===== config.mk =====
export PLATFORM = sky130hd
export DESIGN_NAME = timestamp_arithmetic_unit_top_flat
export DESIGN_NICKNAME = d
export VERILOG_FILES = /design/src/rtl/tau_pkg.sv /design/src/rtl/tau_channels.sv /design/src/rtl/timestamp_arithmetic_unit_top.sv /design/src/flat_wrapper.sv
export SDC_FILE = /design/constraint.sdc
export NUM_CORES = 2
export LEC_CHECK = 0
export BUFFER_PORTS_ARGS = -buffer_cell sky130_fd_sc_hd__buf_4
export CAP_MARGIN = 10
export CORE_MARGIN = 4
export CORE_UTILIZATION = 60
export DETAILED_ROUTE_END_ITERATION = 10
export PLACE_DENSITY = 0.75
export RECOVER_POWER = 50
export SLEW_MARGIN = 25
export SYNTH_ARGS = -nofsm -noshare
export SYNTH_HDL_FRONTEND = slang
export SYNTH_SLANG_ARGS = --single-unit

===== constraint.sdc =====
create_clock -name clk -period 44.7 [get_ports clk]
set_input_delay 6.705 -clock clk [delete_from_list [all_inputs] [get_ports clk]]
set_output_delay 6.705 -clock clk [all_outputs]
set_load 0.02 [all_outputs]

===== src/rtl/tau_pkg.sv =====
// ----------------------------------------------------------------------------
// Time-stamp arithmetic unit package
// Shared widths, operation codes and the constants of the seconds plus
// nanoseconds arithmetic.
// ----------------------------------------------------------------------------
package tau_pkg;

  localparam int unsigned TS_W   = 32;
  localparam int unsigned OP_W   = 3;
  // Quotient of a 32-bit count by 1000 needs 23 bits, a remainder below 1e6 20.
  localparam int unsigned QUOT_W = 23;
  localparam int unsigned REM_W  = 20;

  localparam logic [TS_W-1:0] INVALID_MARK     = 32'hFFFF_FFFF;
  localparam logic [TS_W-1:0] SEC_LIMIT_RESET  = 32'hFFFF_FFFE;
  localparam logic [TS_W-1:0] NSEC_LIMIT       = 32'd999_999_999;
  localparam logic [TS_W-1:0] NSEC_PER_SEC     = 32'd1_000_000_000;
  localparam logic [TS_W-1:0] USEC_PER_SEC     = 32'd1_000_000;
  localparam logic [TS_W-1:0] MSEC_PER_SEC     = 32'd1_000;

  // floor(2^32 / divisor): the estimated quotient is low by at most one.
  localparam logic [QUOT_W-1:0] RECIP_US = 23'd4_294;
  localparam logic [QUOT_W-1:0] RECIP_MS = 23'd4_294_967;

  // Scale of the remainder back into nanoseconds.
  localparam logic [REM_W-1:0] US_TO_NS = 20'd1_000;
  localparam logic [REM_W-1:0] MS_TO_NS = 20'd1_000_000;

  typedef enum logic [OP_W-1:0] {
    OP_ADD     = 3'd0,
    OP_SUB     = 3'd1,
    OP_CMP     = 3'd2,
    OP_FROM_US = 3'd3,
    OP_FROM_MS = 3'd4,
    OP_SET     = 3'd5,
    OP_CHECK   = 3'd6
  } op_t;

endpackage


===== src/rtl/tau_channels.sv =====
// ----------------------------------------------------------------------------
// Time-stamp arithmetic unit channels
// Valid/ready request channels for operands and for results.
// ----------------------------------------------------------------------------
interface tau_in_if import tau_pkg::*; ();
  logic            valid;
  logic            ready;
  logic [OP_W-1:0] operation;
  logic [TS_W-1:0] a_seconds;
  logic [TS_W-1:0] a_nanoseconds;
  logic [TS_W-1:0] b_seconds;
  logic [TS_W-1:0] b_nanoseconds;
  logic [TS_W-1:0] tick_count;

  modport source (
    output valid, operation, a_seconds, a_nanoseconds, b_seconds, b_nanoseconds,
           tick_count,
    input  ready
  );
  modport sink (
    input  valid, operation, a_seconds, a_nanoseconds, b_seconds, b_nanoseconds,
           tick_count,
    output ready
  );
endinterface

interface tau_out_if import tau_pkg::*; ();
  logic            valid;
  logic            ready;
  logic [TS_W-1:0] result_seconds;
  logic [TS_W-1:0] result_nanoseconds;
  logic            is_less;
  logic            is_equal;
  logic            in_range;

  modport source (
    output valid, result_seconds, result_nanoseconds, is_less, is_equal, in_range,
    input  ready
  );
  modport sink (
    input  valid, result_seconds, result_nanoseconds, is_less, is_equal, in_range,
    output ready
  );
endinterface


===== src/rtl/timestamp_arithmetic_unit_top.sv =====
// ----------------------------------------------------------------------------
// Time-stamp arithmetic unit
// Seconds plus nanoseconds ALU: add, subtract, compare, tick conversion,
// clamped set and validity check, pipelined over five register stages.
// ----------------------------------------------------------------------------
// Usage:
//   in_ch carries one request per handshake: an operation, time-stamps a and b
//   and a tick count. out_ch returns exactly one result per request, in order.
//   cfg_we/cfg_wdata write the largest valid seconds value; write it only while
//   no request is in flight.
// Pipeline:
//   A taken request passes the stage 1 to 4 registers and the output register;
//   one request is taken every cycle unless the output stalls. The depth is set
//   by the tick conversion: reciprocal multiply, back-multiply and subtract,
//   quotient correction, nanosecond scaling multiply, and the limit check.
// Reset:
//   rst_n clears all stage valid bits and loads the seconds limit with
//   4294967294.
// Stalls:
//   While the output holds a result that is not taken, the whole pipeline
//   freezes and in_ch.ready is low; nothing is dropped or repeated. Empty
//   stages are not filled during a stall; a request enters only as it moves.
// ----------------------------------------------------------------------------
module timestamp_arithmetic_unit_top import tau_pkg::*; (
  input  logic            clk,
  input  logic            rst_n,
  tau_in_if.sink          in_ch,
  tau_out_if.source       out_ch,
  input  logic            cfg_we,
  input  logic [TS_W-1:0] cfg_wdata
);

  typedef struct packed {
    op_t               op;
    logic [TS_W-1:0]   a_s;
    logic [TS_W-1:0]   a_ns;
    logic [TS_W-1:0]   b_s;
    logic [TS_W-1:0]   b_ns;
    logic [TS_W-1:0]   tick;
    logic [TS_W-1:0]   nsum;
    logic [TS_W:0]     ssum;
    logic              less;
    logic              eq;
    logic              ns_lt;
    logic [QUOT_W-1:0] q_est;
  } s1_t;

  typedef struct packed {
    op_t               op;
    logic [TS_W:0]     sec;
    logic [TS_W-1:0]   ns;
    logic              less;
    logic              eq;
    logic [QUOT_W-1:0] q_est;
    logic [REM_W:0]    r_est;
  } s2_t;

  typedef struct packed {
    op_t               op;
    logic [TS_W-1:0]   sec;
    logic [TS_W-1:0]   ns;
    logic              less;
    logic              eq;
    logic [QUOT_W-1:0] quot;
    logic [REM_W-1:0]  rem;
  } s3_t;

  typedef struct packed {
    op_t             op;
    logic [TS_W-1:0] sec;
    logic [TS_W-1:0] ns;
    logic            less;
    logic            eq;
  } s4_t;

  typedef struct packed {
    logic [TS_W-1:0] sec;
    logic [TS_W-1:0] ns;
    logic            less;
    logic            eq;
    logic            rng;
  } res_t;

  logic [TS_W-1:0] sec_limit_r;
  logic            adv;
  logic            v1_r, v2_r, v3_r, v4_r, vo_r;
  s1_t             s1_r, s1_nxt;
  s2_t             s2_r, s2_nxt;
  s3_t             s3_r, s3_nxt;
  s4_t             s4_r, s4_nxt;
  res_t            out_r, out_nxt;

  // Stage 1 helpers.
  op_t                      in_op;
  logic [QUOT_W-1:0]        recip;
  logic [TS_W+QUOT_W-1:0]   recip_prod;
  // Stage 2 helpers.
  logic                     carry;
  logic [TS_W-1:0]          divisor;
  logic [TS_W-1:0]          back_prod;
  logic [TS_W-1:0]          r_diff;
  // Stage 3 helpers.
  logic [REM_W:0]           divisor_n;
  logic                     r_over;
  logic [REM_W:0]           r_fix;
  // Stage 4 helpers.
  logic [REM_W-1:0]         scale;
  logic [2*REM_W-1:0]       scaled;

  // The whole pipeline moves whenever the output register is free or emptying.
  assign adv         = !vo_r || out_ch.ready;
  assign in_ch.ready = adv;

  always_ff @(posedge clk) begin
    if (!rst_n) begin
      sec_limit_r <= SEC_LIMIT_RESET;
    end else if (cfg_we) begin
      sec_limit_r <= cfg_wdata;
    end
  end

  // Stage 1: operand sums, ordering and the reciprocal quotient estimate.
  always_comb begin
    in_op             = op_t'(in_ch.operation);
    recip             = (in_op == OP_FROM_US) ? RECIP_US : RECIP_MS;
    recip_prod        = (TS_W+QUOT_W)'(in_ch.tick_count) * (TS_W+QUOT_W)'(recip);
    s1_nxt.op         = in_op;
    s1_nxt.a_s        = in_ch.a_seconds;
    s1_nxt.a_ns       = in_ch.a_nanoseconds;
    s1_nxt.b_s        = in_ch.b_seconds;
    s1_nxt.b_ns       = in_ch.b_nanoseconds;
    s1_nxt.tick       = in_ch.tick_count;
    s1_nxt.nsum       = in_ch.a_nanoseconds + in_ch.b_nanoseconds;
    s1_nxt.ssum       = {1'b0, in_ch.a_seconds} + {1'b0, in_ch.b_seconds};
    s1_nxt.ns_lt      = in_ch.a_nanoseconds < in_ch.b_nanoseconds;
    s1_nxt.less       = (in_ch.a_seconds < in_ch.b_seconds) ||
                        ((in_ch.a_seconds == in_ch.b_seconds) &&
                         (in_ch.a_nanoseconds < in_ch.b_nanoseconds));
    s1_nxt.eq         = (in_ch.a_seconds == in_ch.b_seconds) &&
                        (in_ch.a_nanoseconds == in_ch.b_nanoseconds);
    s1_nxt.q_est      = recip_prod[TS_W+QUOT_W-1:TS_W];
  end

  // Stage 2: carry or borrow, clamping, and the first remainder estimate.
  always_comb begin
    carry        = s1_r.nsum > NSEC_LIMIT;
    divisor      = (s1_r.op == OP_FROM_US) ? USEC_PER_SEC : MSEC_PER_SEC;
    back_prod    = {{(TS_W-QUOT_W){1'b0}}, s1_r.q_est} * divisor;
    r_diff       = s1_r.tick - back_prod;
    s2_nxt.op    = s1_r.op;
    s2_nxt.less  = (s1_r.op == OP_CMP) && s1_r.less;
    s2_nxt.eq    = (s1_r.op == OP_CMP) && s1_r.eq;
    s2_nxt.q_est = s1_r.q_est;
    s2_nxt.r_est = r_diff[REM_W:0];
    s2_nxt.sec   = '0;
    s2_nxt.ns    = '0;
    case (s1_r.op)
      OP_ADD: begin
        s2_nxt.sec = s1_r.ssum + {{TS_W{1'b0}}, carry};
        s2_nxt.ns  = carry ? (s1_r.nsum - NSEC_PER_SEC) : s1_r.nsum;
      end
      OP_SUB: begin
        if (s1_r.less) begin
          s2_nxt.sec = {1'b0, INVALID_MARK};
          s2_nxt.ns  = INVALID_MARK;
        end else if (s1_r.ns_lt) begin
          s2_nxt.sec = {1'b0, s1_r.a_s - s1_r.b_s - 32'd1};
          s2_nxt.ns  = s1_r.a_ns + NSEC_PER_SEC - s1_r.b_ns;
        end else begin
          s2_nxt.sec = {1'b0, s1_r.a_s - s1_r.b_s};
          s2_nxt.ns  = s1_r.a_ns - s1_r.b_ns;
        end
      end
      OP_SET: begin
        s2_nxt.sec = {1'b0, (s1_r.a_s > sec_limit_r) ? sec_limit_r : s1_r.a_s};
        s2_nxt.ns  = (s1_r.a_ns > NSEC_LIMIT) ? NSEC_LIMIT : s1_r.a_ns;
      end
      OP_CHECK: begin
        s2_nxt.sec = {1'b0, s1_r.a_s};
        s2_nxt.ns  = s1_r.a_ns;
      end
      default: begin
        s2_nxt.sec = '0;
        s2_nxt.ns  = '0;
      end
    endcase
  end

  // Stage 3: seconds overflow and nanosecond clamp on add, and the quotient correction.
  always_comb begin
    divisor_n   = (s2_r.op == OP_FROM_US) ? USEC_PER_SEC[REM_W:0] : MSEC_PER_SEC[REM_W:0];
    r_over      = s2_r.r_est >= divisor_n;
    r_fix       = r_over ? (s2_r.r_est - divisor_n) : s2_r.r_est;
    s3_nxt.op   = s2_r.op;
    s3_nxt.less = s2_r.less;
    s3_nxt.eq   = s2_r.eq;
    s3_nxt.quot = r_over ? (s2_r.q_est + {{(QUOT_W-1){1'b0}}, 1'b1}) : s2_r.q_est;
    s3_nxt.rem  = r_fix[REM_W-1:0];
    s3_nxt.sec  = s2_r.sec[TS_W-1:0];
    s3_nxt.ns   = s2_r.ns;
    if (s2_r.op == OP_ADD) begin
      if (s2_r.sec > {1'b0, sec_limit_r}) begin
        s3_nxt.sec = INVALID_MARK;
        s3_nxt.ns  = INVALID_MARK;
      end else if (s2_r.ns > NSEC_LIMIT) begin
        s3_nxt.ns  = NSEC_LIMIT;
      end
    end
  end

  // Stage 4: remainder scaled back into nanoseconds for tick conversion.
  always_comb begin
    scale       = (s3_r.op == OP_FROM_US) ? US_TO_NS : MS_TO_NS;
    scaled      = (2*REM_W)'(s3_r.rem) * (2*REM_W)'(scale);
    s4_nxt.op   = s3_r.op;
    s4_nxt.less = s3_r.less;
    s4_nxt.eq   = s3_r.eq;
    s4_nxt.sec  = s3_r.sec;
    s4_nxt.ns   = s3_r.ns;
    if ((s3_r.op == OP_FROM_US) || (s3_r.op == OP_FROM_MS)) begin
      s4_nxt.sec = {{(TS_W-QUOT_W){1'b0}}, s3_r.quot};
      s4_nxt.ns  = scaled[TS_W-1:0];
    end
  end

  // Output stage: limit check. Compare and the unused code report no range.
  always_comb begin
    out_nxt.sec  = s4_r.sec;
    out_nxt.ns   = s4_r.ns;
    out_nxt.less = s4_r.less;
    out_nxt.eq   = s4_r.eq;
    case (s4_r.op)
      OP_ADD, OP_SUB, OP_FROM_US, OP_FROM_MS, OP_SET, OP_CHECK: begin
        out_nxt.rng = (s4_r.sec <= sec_limit_r) && (s4_r.ns <= NSEC_LIMIT);
      end
      default: begin
        out_nxt.rng = 1'b0;
      end
    endcase
  end

  always_ff @(posedge clk) begin
    if (!rst_n) begin
      v1_r <= 1'b0;
      v2_r <= 1'b0;
      v3_r <= 1'b0;
      v4_r <= 1'b0;
      vo_r <= 1'b0;
    end else if (adv) begin
      v1_r <= in_ch.valid;
      v2_r <= v1_r;
      v3_r <= v2_r;
      v4_r <= v3_r;
      vo_r <= v4_r;
    end
  end

  always_ff @(posedge clk) begin
    if (adv) begin
      s1_r  <= s1_nxt;
      s2_r  <= s2_nxt;
      s3_r  <= s3_nxt;
      s4_r  <= s4_nxt;
      out_r <= out_nxt;
    end
  end

  assign out_ch.valid              = vo_r;
  assign out_ch.result_seconds     = out_r.sec;
  assign out_ch.result_nanoseconds = out_r.ns;
  assign out_ch.is_less            = out_r.less;
  assign out_ch.is_equal           = out_r.eq;
  assign out_ch.in_range           = out_r.rng;

`ifndef SYNTHESIS
  // A request in the last stage reaches the output when the pipeline moves.
  a_last_stage_to_out: assert property (@(posedge clk) disable iff (!rst_n)
    (adv && v4_r) |=> vo_r)
    else $error("request lost between last stage and output");

  // A held output freezes every stage valid bit.
  a_stall_holds_stages: assert property (@(posedge clk) disable iff (!rst_n)
    !adv |=> ($stable(v1_r) && $stable(v2_r) && $stable(v3_r) && $stable(v4_r)))
    else $error("pipeline moved during an output stall");

  // Compare flags and the range flag never come from the same operation.
  a_flags_exclusive: assert property (@(posedge clk) disable iff (!rst_n)
    (vo_r && (out_r.less || out_r.eq)) |-> (!out_r.rng && out_r.sec == '0))
    else $error("compare flags set on a non-compare result");

  // An add that overflows the seconds limit marks both result parts invalid.
  a_invalid_pair: assert property (@(posedge clk) disable iff (!rst_n)
    (v3_r && s3_r.op == OP_ADD && s3_r.sec == INVALID_MARK) |-> s3_r.ns == INVALID_MARK
      || s3_r.sec <= sec_limit_r)
    else $error("add overflow marked in one part only");
`endif

endmodule


===== src/flat_wrapper.sv =====
// flat-port wrapper written by rule: the top's interface ports become plain ports
module timestamp_arithmetic_unit_top_flat import tau_pkg::*;
  (clk, rst_n, cfg_we, cfg_wdata, in_ch_valid, in_ch_operation, in_ch_a_seconds, in_ch_a_nanoseconds, in_ch_b_seconds, in_ch_b_nanoseconds, in_ch_tick_count, in_ch_ready, out_ch_valid, out_ch_result_seconds, out_ch_result_nanoseconds, out_ch_is_less, out_ch_is_equal, out_ch_in_range, out_ch_ready);
  tau_in_if in_ch_i ();
  tau_out_if out_ch_i ();
  input  logic clk;
  input  logic rst_n;
  input  logic cfg_we;
  input  logic [TS_W-1:0] cfg_wdata;
  input wire logic [$bits(in_ch_i.valid)-1:0] in_ch_valid;
  input wire logic [$bits(in_ch_i.operation)-1:0] in_ch_operation;
  input wire logic [$bits(in_ch_i.a_seconds)-1:0] in_ch_a_seconds;
  input wire logic [$bits(in_ch_i.a_nanoseconds)-1:0] in_ch_a_nanoseconds;
  input wire logic [$bits(in_ch_i.b_seconds)-1:0] in_ch_b_seconds;
  input wire logic [$bits(in_ch_i.b_nanoseconds)-1:0] in_ch_b_nanoseconds;
  input wire logic [$bits(in_ch_i.tick_count)-1:0] in_ch_tick_count;
  output wire logic [$bits(in_ch_i.ready)-1:0] in_ch_ready;
  output wire logic [$bits(out_ch_i.valid)-1:0] out_ch_valid;
  output wire logic [$bits(out_ch_i.result_seconds)-1:0] out_ch_result_seconds;
  output wire logic [$bits(out_ch_i.result_nanoseconds)-1:0] out_ch_result_nanoseconds;
  output wire logic [$bits(out_ch_i.is_less)-1:0] out_ch_is_less;
  output wire logic [$bits(out_ch_i.is_equal)-1:0] out_ch_is_equal;
  output wire logic [$bits(out_ch_i.in_range)-1:0] out_ch_in_range;
  input wire logic [$bits(out_ch_i.ready)-1:0] out_ch_ready;
  assign in_ch_i.valid = in_ch_valid;
  assign in_ch_i.operation = in_ch_operation;
  assign in_ch_i.a_seconds = in_ch_a_seconds;
  assign in_ch_i.a_nanoseconds = in_ch_a_nanoseconds;
  assign in_ch_i.b_seconds = in_ch_b_seconds;
  assign in_ch_i.b_nanoseconds = in_ch_b_nanoseconds;
  assign in_ch_i.tick_count = in_ch_tick_count;
  assign in_ch_ready = in_ch_i.ready;
  assign out_ch_valid = out_ch_i.valid;
  assign out_ch_result_seconds = out_ch_i.result_seconds;
  assign out_ch_result_nanoseconds = out_ch_i.result_nanoseconds;
  assign out_ch_is_less = out_ch_i.is_less;
  assign out_ch_is_equal = out_ch_i.is_equal;
  assign out_ch_in_range = out_ch_i.in_range;
  assign out_ch_i.ready = out_ch_ready;
  timestamp_arithmetic_unit_top u_core (.clk(clk), .rst_n(rst_n), .in_ch(in_ch_i), .out_ch(out_ch_i), .cfg_we(cfg_we), .cfg_wdata(cfg_wdata));
endmodule

==> run_results.csv <==
group,metric,value,unit
timing,max_slew.worst_pin.slew,4.40,ns
clock_tree,cts_setup_buffers,0,
clock_tree,post_cts_resized,0,
clock_tree,cts_hold_buf,0,
critical_path,crit_path_start_kind,"input port",
grt,grt_use_total,28.9,%
floorplan,num_rows,118,
grt,use_met2,46.9,%
final_layout,fin_nets,8017,
grt,use_met3,4.42,%
timing,rsz0062_at_grt,"false",
clock_tree,cts_buffer_depth,3,
grt,met1_usage,39.4,%
synth,seq_area_frac_synth,30.3,%
drt,drt_wl_total,156000,microns
final_layout,syn_to_final_growth,8.32,%
timing,finClkSkew,0.0335,ns
synth,ys_types,92,
drt,drt_iter0_drc,4152,
hold_path,hp-start,"u_core.s1_r[18]$_DFFE_PP_",
drt,ant_nets,0,
timing,post-route-period-util,41.9,%
timing,report.final.slew_viol_count,295,
floorplan,initial_core_util,60.4,%
synth,synth.avg_cell_area,10.2,sq um
clock_tree,cts_sinks,642,
timing,finalHoldViolations,0,
grt,busiest_layer,"met2",
hold_path,holdPathStages,0,
floorplan,dieArea,109000,sq um
synth,synthCells,6099,
floorplan,coreArea,103000,sq um
final_layout,layout_common_cells,"inv_1, ha_1, edfxtp_1",
hold_path,hold_end,"u_core.s2_r[39]$_DFFE_PP_",
timing,relSlewSlack,-195,%
timing,post-route-min-period,18.75,ns
clock_tree,cts_made_buffers,70,
drt,via_per_inst,5.74,
drt,drtPass1Iterations,6,
floorplan,fp.dieH,331,microns
floorplan,die_w,331,microns
placement,gp_congestion,0.960,
final_layout,drive_gt1_share,5.72,%
critical_path,critical_path_required,37.99,ns
hold_path,worst_hold_path_type,"flop to flop",
grt,antenna_found_initial,7,
synth,netlist.area_leader.share,29.1,%
grt,grt_pass1_wl,247000,microns
synth,synth_ff_type,"edfxtp_1",
critical_path,rrSetupSlack,36.35,ns
synth,ys_async_sr_fraction,0,%
floorplan,ios,269,
synth,synth_top_family_by_area,"adder cells",
synth,synth_edf_count,605,
critical_path,regToRegStartpoint,"u_core.s3_r[111]$_DFFE_PP_",
timing,clock.fmax,0.0533,GHz
critical_path,worstPathMaxFanout,106,
synth,synth-xor-area-share,4.89,%
synth,yosysWarnings,0,
run_status,violations,"max-capacitance violations, max-slew violations",
synth,syn-cell-area,62400,sq um
synth,synth_area_leaders,"edfxtp_1, ha_1, fa_1",
synth,synth_compound_area_share,10.9,%
final_layout,layout_commonest_cell,"inv_1",
synth,synthAdderAreaFrac,35.2,%
critical_path,worstPathArrival,12.05,ns
timing,tns,0,ns
timing,final-setup-viol-count,0,
synth,synth_simple_gate_area_share,9.77,%
clock_tree,cts-root-buf,"clkbuf_16",
synth,yosys_register_bits,642,
grt,grt_pass1_vias,45490,
critical_path,timing_worst_setup_path_type,"input port to output pin",
clock_tree,htree_levels,3,
drt,wl_per_cell,20.0,microns
drt,vias,44846,
clock_tree,clk_latency,0.62,ns
clock_tree,clk_pin_slew_worst_paths,0.06,ns
grt,grt_remaining_overflow,0,
critical_path,end_kind,"output pin",
grt,grt_start_max_net_pins,107,
critical_path,reg2reg_to,"u_core.out_nxt[34]$_DFFE_PP_",
run_status,status,"complete, but fails checks",
synth,yosys.area.top_type,"edfxtp_1",
run,drv_cap,5,
placement,hpwl,127000,microns
critical_path,worstRegToRegCells,25,
drt,drc_errors,0,
placement,io_buffer_count,268,
clock_tree,cts_tree,"built",
synth,synthMuxAreaShare,0.734,%
[metal layers]
metal	part of all wire [%]	vias up
li1	-	21163
met1	42	21730
met2	46	1608
met3	7.4	341
met4	4.1	4
met5	0.017	-
[synth_stat cells, types with 26 or more instances]
cell type and instances:
nand2b_1 44, nor4_1 26, xnor2_1 232, nand3_1 85
clkbuf_1 109, dfxtp_1 37, o21ai_0 218, nand4_1 91
nor2b_1 48, xor2_1 115, and3_1 26, o211ai_1 69
a21oi_1 289, or2_2 65, mux2_2 30, ha_1 913
o21a_1 49, a21o_1 91, nand2_1 334, nor2_1 280
fa_1 527, o21bai_1 49, edfxtp_1 605, nor3_1 84
and2_1 57, a211oi_1 38, inv_1 1246
[registers in the layout, indices dropped and copies added (netlist names)]
| signal | count |
|---|---|
| u_core.sec_limit_r | 32 |
| u_core.v4_r | 1 |
| u_core.s3_r | 112 |
| u_core.out_ch.is_less | 1 |
| u_core.out_nxt | 66 |
| u_core.s2_r | 114 |
| u_core.s1_r | 243 |
| u_core.s4_r | 3 |
| u_core.v2_r | 1 |
| u_core.out_ch.valid | 1 |
| u_core.out_ch.is_equal | 1 |
| u_core.out_ch.result_seconds | 32 |
| u_core.out_ch.in_range | 1 |
| u_core.v3_r | 1 |
| u_core.out_ch.result_nanoseconds | 32 |
| u_core.v1_r | 1 |
[worst max path at each step]
stage | start | end | slack (ns) | cells past startpoint
after floorplan | out_ch_ready | in_ch_ready | 19.36 | 3
after global routing | out_ch_ready | in_ch_ready | 25.31 | 4
final | out_ch_ready | in_ch_ready | 25.95 | 4
after global placement | out_ch_ready | in_ch_ready | 29.79 | 4
after CTS | out_ch_ready | in_ch_ready | 29.78 | 4
after detailed placement | out_ch_ready | in_ch_ready | 29.78 | 4
[final cells by class]
type / count / area (sq um)
fill: 8391 / 35700
timing repair buffer: 294 / 1610
sequential: 642 / 18900
clock inverter: 40 / 322
antenna: 3 / 7.51
multi-input combinational: 4123 / 38500
tap: 1380 / 1730
clock buffer: 86 / 1840
inverter: 1246 / 4680
[metrics by stage]
stage	instance area, sq um	hold slack (ns)	worst slack [ns]	std cells	util [%]
3_5_place_dp	66000	0.406	29.78	7685	63.9
6_report	67600	0.413	25.95	7814	65.4
4_1_cts	68200	0.418	29.78	7811	66.0
5_1_grt	67600	0.425	25.31	7812	65.4
2_1_floorplan	62500	0.400	19.36	6129	-
3_3_place_gp	66000	0.403	29.79	7685	63.9
[cells by family (layout without fill, tap and decap cells)]
| kind of cell | Yosys count | after routing |
|---|---|---|
| multiplexers | 42 | 42 |
| XOR/XNOR | 348 | 348 |
| AO/OA/AOI/OAI | 1037 | 1037 |
| other | 2 | 35 |
| buffers and inverters | 1364 | 1666 |
| flip-flops | 642 | 642 |
| adder cells (fa/ha/maj) | 1440 | 1440 |
| AND/OR/NAND/NOR | 1224 | 1224 |
[critical path, stage by stage]
cell and delay (ns):
clkbuf_4 0.11, nor2b_1 0.44, clkinvlp_2 3.42, buf_4 1.28
Power is left out: the tool's default activity adds up to more than one toggle a clock period on the data nets, which glitch-free logic cannot reach.
